### src/hdl/bts_pkg.sv
// Shared types and constants for the bilinear texture sampler.
// No dependencies; all files but the two interfaces import this package.
`default_nettype none
package bts_pkg;

    localparam int TEX_AW    = 8;              // texel index bits per axis
    localparam int STORE_AW  = 2 * TEX_AW;     // texel store address bits
    localparam int FRAC      = 8;              // fraction bits of a coordinate
    localparam int COORD_W   = 32;
    localparam int INT_W     = COORD_W - FRAC; // integer part bits
    localparam int DIV_STEPS = INT_W;          // one quotient bit per stage
    localparam int WT_W      = 2 * FRAC + 1;   // blend weight, up to 2^16
    localparam int Q_DEPTH   = 4;
    localparam int Q_AW      = 2;
    localparam int TAPS      = 4;

    localparam logic OP_LOAD   = 1'b0;
    localparam logic OP_SAMPLE = 1'b1;

    typedef enum logic [2:0] {
        CFG_TEX_WIDTH  = 3'd0,
        CFG_TEX_HEIGHT = 3'd1,
        CFG_H_WRAP     = 3'd2,
        CFG_V_WRAP     = 3'd3,
        CFG_NEAREST    = 3'd4
    } t_cfg_idx;

    typedef enum logic [1:0] {
        WRAP_NONE    = 2'd0,
        WRAP_PAD     = 2'd1,
        WRAP_REPEAT  = 2'd2,
        WRAP_REFLECT = 2'd3
    } t_wrap;

    // Effective configuration seen by the pipeline
    typedef struct packed {
        logic [8:0] n_w;
        logic [8:0] n_h;
        t_wrap      h_wrap;
        t_wrap      v_wrap;
        logic       nearest;
    } t_cfg;

    // One queue entry handed from front to back
    typedef struct packed {
        logic                              is_smp;
        logic [STORE_AW-1:0]               ld_addr;
        logic [31:0]                       ld_data;
        logic [TAPS-1:0][STORE_AW-1:0]     addr;
        logic [TAPS-1:0][WT_W-1:0]         wt;
    } t_qent;

endpackage
`default_nettype wire

### src/hdl/bts_queue.sv
// Short register queue between front and back end.
// Depends on bts_pkg.
`default_nettype none
module bts_queue
    import bts_pkg::*;
(
    input  wire logic  i_clk,
    input  wire logic  i_rst_n,
    input  wire logic  i_push,
    input  wire t_qent i_ent,
    input  wire logic  i_pop,
    output logic       o_full,
    output logic       o_empty,
    output t_qent      o_ent
);

    t_qent             r_mem [0:Q_DEPTH-1];
    logic [Q_AW-1:0]   r_wp;
    logic [Q_AW-1:0]   r_rp;
    logic [Q_AW:0]     r_cnt;
    logic              pop_ok;

    assign o_full  = (r_cnt == (Q_AW+1)'(Q_DEPTH));
    assign o_empty = (r_cnt == '0);
    assign o_ent   = r_mem[r_rp];
    assign pop_ok  = i_pop && !o_empty;

    always_ff @(posedge i_clk) begin
        if (!i_rst_n) begin
            r_wp  <= '0;
            r_rp  <= '0;
            r_cnt <= '0;
        end else begin
            if (i_push) r_wp <= r_wp + Q_AW'(1);
            if (pop_ok) r_rp <= r_rp + Q_AW'(1);
            if (i_push && !pop_ok)      r_cnt <= r_cnt + (Q_AW+1)'(1);
            else if (!i_push && pop_ok) r_cnt <= r_cnt - (Q_AW+1)'(1);
        end
    end

    always_ff @(posedge i_clk) begin
        if (i_push) r_mem[r_wp] <= i_ent;
    end

    a_no_overflow: assert property (@(posedge i_clk) disable iff (!i_rst_n)
        i_push |-> !o_full) else $error("push into full queue");
    a_cnt_range: assert property (@(posedge i_clk) disable iff (!i_rst_n)
        r_cnt <= (Q_AW+1)'(Q_DEPTH)) else $error("queue count out of range");
    a_ptr_gap: assert property (@(posedge i_clk) disable iff (!i_rst_n)
        (r_cnt == '0 || r_cnt == (Q_AW+1)'(Q_DEPTH)) |-> (r_wp == r_rp))
        else $error("queue pointers disagree with count");

endmodule
`default_nettype wire

### config.mk
export PLATFORM = sky130hd
export DESIGN_NAME = bts_queue
export DESIGN_NICKNAME = d
export VERILOG_FILES = /design/src/hdl/bts_pkg.sv /design/src/hdl/bts_queue.sv
export SDC_FILE = /design/constraint.sdc
export NUM_CORES = 1
export LEC_CHECK = 0
export BUFFER_PORTS_ARGS = -buffer_cell sky130_fd_sc_hd__buf_2
export CORE_MARGIN = 2
export CORE_UTILIZATION = 59
export CTS_BUF_LIST = sky130_fd_sc_hd__clkbuf_4
export CTS_CLUSTER_SIZE = 40
export DETAILED_ROUTE_END_ITERATION = 7
export GPL_ROUTABILITY_DRIVEN = 0
export PLACE_DENSITY = 0.82
export SETUP_SLACK_MARGIN = 0.02
export SLEW_MARGIN = 20
export SYNTH_ARGS = -nofsm -noshare
export SYNTH_HDL_FRONTEND = slang
export SYNTH_SLANG_ARGS = --single-unit
### constraint.sdc
create_clock -name i_clk -period 6.6 [get_ports i_clk]
set_input_delay 0.99 -clock i_clk [delete_from_list [all_inputs] [get_ports i_clk]]
set_output_delay 0.99 -clock i_clk [all_outputs]
set_load 0.02 [all_outputs]
==> run metrics <==
post-CTS setup buffers=0; CTS clk-pin slew, worst paths=0.07 ns; clock tree buffer depth=3; initial antenna violation count=12; RR Startpoint=r_wp[0]$_SDFFE_PN0P_; Max-Cap Viols=0; die area=46700 µm²; Req. time, crit path=5.61 ns; Seq/Total Area, Yosys=82.6%; count of cell types in the netlist=23; final net count=1694; WL/cell=23.2 µm; drt pass-1 iters=5; final instance area=31100 µm²; Die X-Extent=216 µm; fin cells=2216; Worst Hold Endpoint=r_mem[2][50]$_DFFE_PP_; final core occ=70.3%; Max Clk Rate=247 MHz; DRT antenna net count=0; synthesized flop and latch total=733; post_cts resized=0; worst r2r dst=r_mem[0][51]$_DFFE_PP_; slew at the pin closest to its max-slew limit=1.05 ns; clock tree root driver cell=clkbuf_4; commonest non-fill, non-tap cell in the layout=edfxtp_1; cell area after placement=29000 µm²; dpl hpwl=30.9 mm; instance count of the mapped netlist=988; row cnt=77; share of the clock period used by the worst path=61.4%; Post-route DRC=0; final-report setup violation count=0; DR vias=12600; Mapped Nets=1179; VDD IR max=0.000458 V; Clk Latency, worst-skew pair=0.99 ns; Layout area overhead=17.3%; max_slew headroom=29.7%; FF-to-FF path depth=4; RSZ-0062 raised after global routing=false; Starting DRT DRC Count=966; Power Density=373 nW/µm²; worst hold start=i_ent[50]; Num CTS Buffers=175; Final WS setup=2.55 ns; FF-to-FF setup slack=4.22 ns; total global routing overflow=0; CP arrival=3.06 ns; htree depth=4; Die Ht=216 µm; routed vias/inst=5.67; port buffer count=367; setup slack at placement=3.57 ns; most frequent cells in the layout=724 x edfxtp_1, 367 x buf_2, 243 x clkbuf_4; Final Slew Violations=0; Mean Syn Cell Area=26.9 µm²; final hold vios=0; Setup Skew=0.0544 ns; core area=44300 µm²; Tmin final=4.05 ns; final setup TNS=0 ns; synthesized area=26500 µm²; CTS tree=built; CP startpoint kind=register; # IOs=368; status=finished clean; Post-CTS Hold Buffers=0; first-pass GRT wire length=77.1 mm; largest net degree at the start of global routing=163; leakage power=10.6 nW; overall routing resource usage=22.6%; Sink Count=733; CP Max Fanout=162; layout cells sized above 1=50.6%; Synth Warn #=0; crit path kind=reg -> out; CP Capture Type=output port; routed wire length=51.3 mm; number of global-route vias before repair=13500; hold depth=1; Hold WC Path Type=in -> reg; Initial Util=59.9%; Inst Count DP=1918
-- per-layer routing --
| layer | share of wire, % | vias up | GRT usage [%] | wire [µm] |
|---|---|---|---|---|
| met1 | 38 | 6465 | 28.7 | 19400 |
| li1 | - | 5436 | - | - |
| met4 | 2.0 | 20 | 8.61 | 1010 |
| met2 | 50 | 548 | 34.8 | 25600 |
| met5 | 0.24 | - | 0 | 123 |
| met3 | 10 | 94 | 9.88 | 5230 |
-- cells in the mapped netlist (all sizes together) --
library cell  instances  area share [%]
a21boi                1           0.028
o21ai                 1           0.019
and2                  9            0.21
or3                   1           0.024
fa                    1           0.075
dfxtp                 9            0.68
mux4                181              15
clkbuf                1           0.014
nor2b                 2           0.047
o31ai                 1           0.028
mux2i                 2           0.075
xnor2                 3           0.099
edfxtp              724              82
o311ai                1           0.033
buf                  39            0.97
xor2                  2           0.066
inv                   3           0.042
ha                    5            0.24
nor3b                 1           0.028
nor3                  1           0.019
-- area by class of cell --
class	count	area, µm²
Sequential cell	733	21900
Fill cell	2585	13200
Multi-Input combinational cell	212	4350
Timing Repair Buffer	378	2010
Clock buffer	243	1820
Tap cell	592	741
Clock inverter	52	268
Inverter	3	11.3
Antenna cell	3	7.51
-- kinds of logic (layout without fill, tap and decap cells) --
logic type / after synthesis / after routing / share of synthesized area [%]
muxes: 183 / 183 / 15.4
buffers and inverters: 43 / 676 / 1.03
AOI/OAI and AO/OA: 4 / 4 / 0.108
DFF: 733 / 733 / 82.6
xor gates and xnor gates: 5 / 5 / 0.165
other: 0 / 3 / 0
and+or+nand+nor: 14 / 14 / 0.330
adders and majority gates: 6 / 6 / 0.311
-- registers in the layout (all words and copies together), names as in the netlist, named ones only --
register	count
r_mem	724
r_cnt	3
r_rp	2
r_wp	2
-- how the worst max path moves through the flow --
| stage | slack (ns) | end | depth (start not counted) |
|---|---|---|---|
| 6_report | 2.55 | o_ent[83] | 3 |
| 5_1_grt | 2.38 | o_ent[102] | 3 |
| 4_1_cts | 2.44 | o_ent[102] | 3 |
| 3_5_place_dp | 3.57 | o_ent[102] | 3 |
| 3_3_place_gp | 3.56 | o_ent[104] | 3 |
| 2_1_floorplan | 0.93 | r_mem[0][0]$_DFFE_PP_ | 1 |
-- worst max-delay path, stage by stage, from the launching register on --
cell and delay, ns:
dfxtp_4 0.54, buf_12 0.67, mux4_2 0.46, buf_2 0.18
-- metrics by stage --
step / power [mW] / hold WS (ns)
6_report: 11.6 / 0.205
5_1_grt: 12.1 / 0.102
4_1_cts: 11.8 / 0.0697
3_5_place_dp: 8.34 / 0.536
3_3_place_gp: 8.29 / 0.517
2_1_floorplan: 7.54 / 0.494
-- where the power goes --
part / switching (mW) / internal (mW)
logic: 1.59 / 1.17
clock network: 1.64 / 1.77
registers: 0.0754 / 5.36
Note: power is estimated with default switching activity, not from simulation.
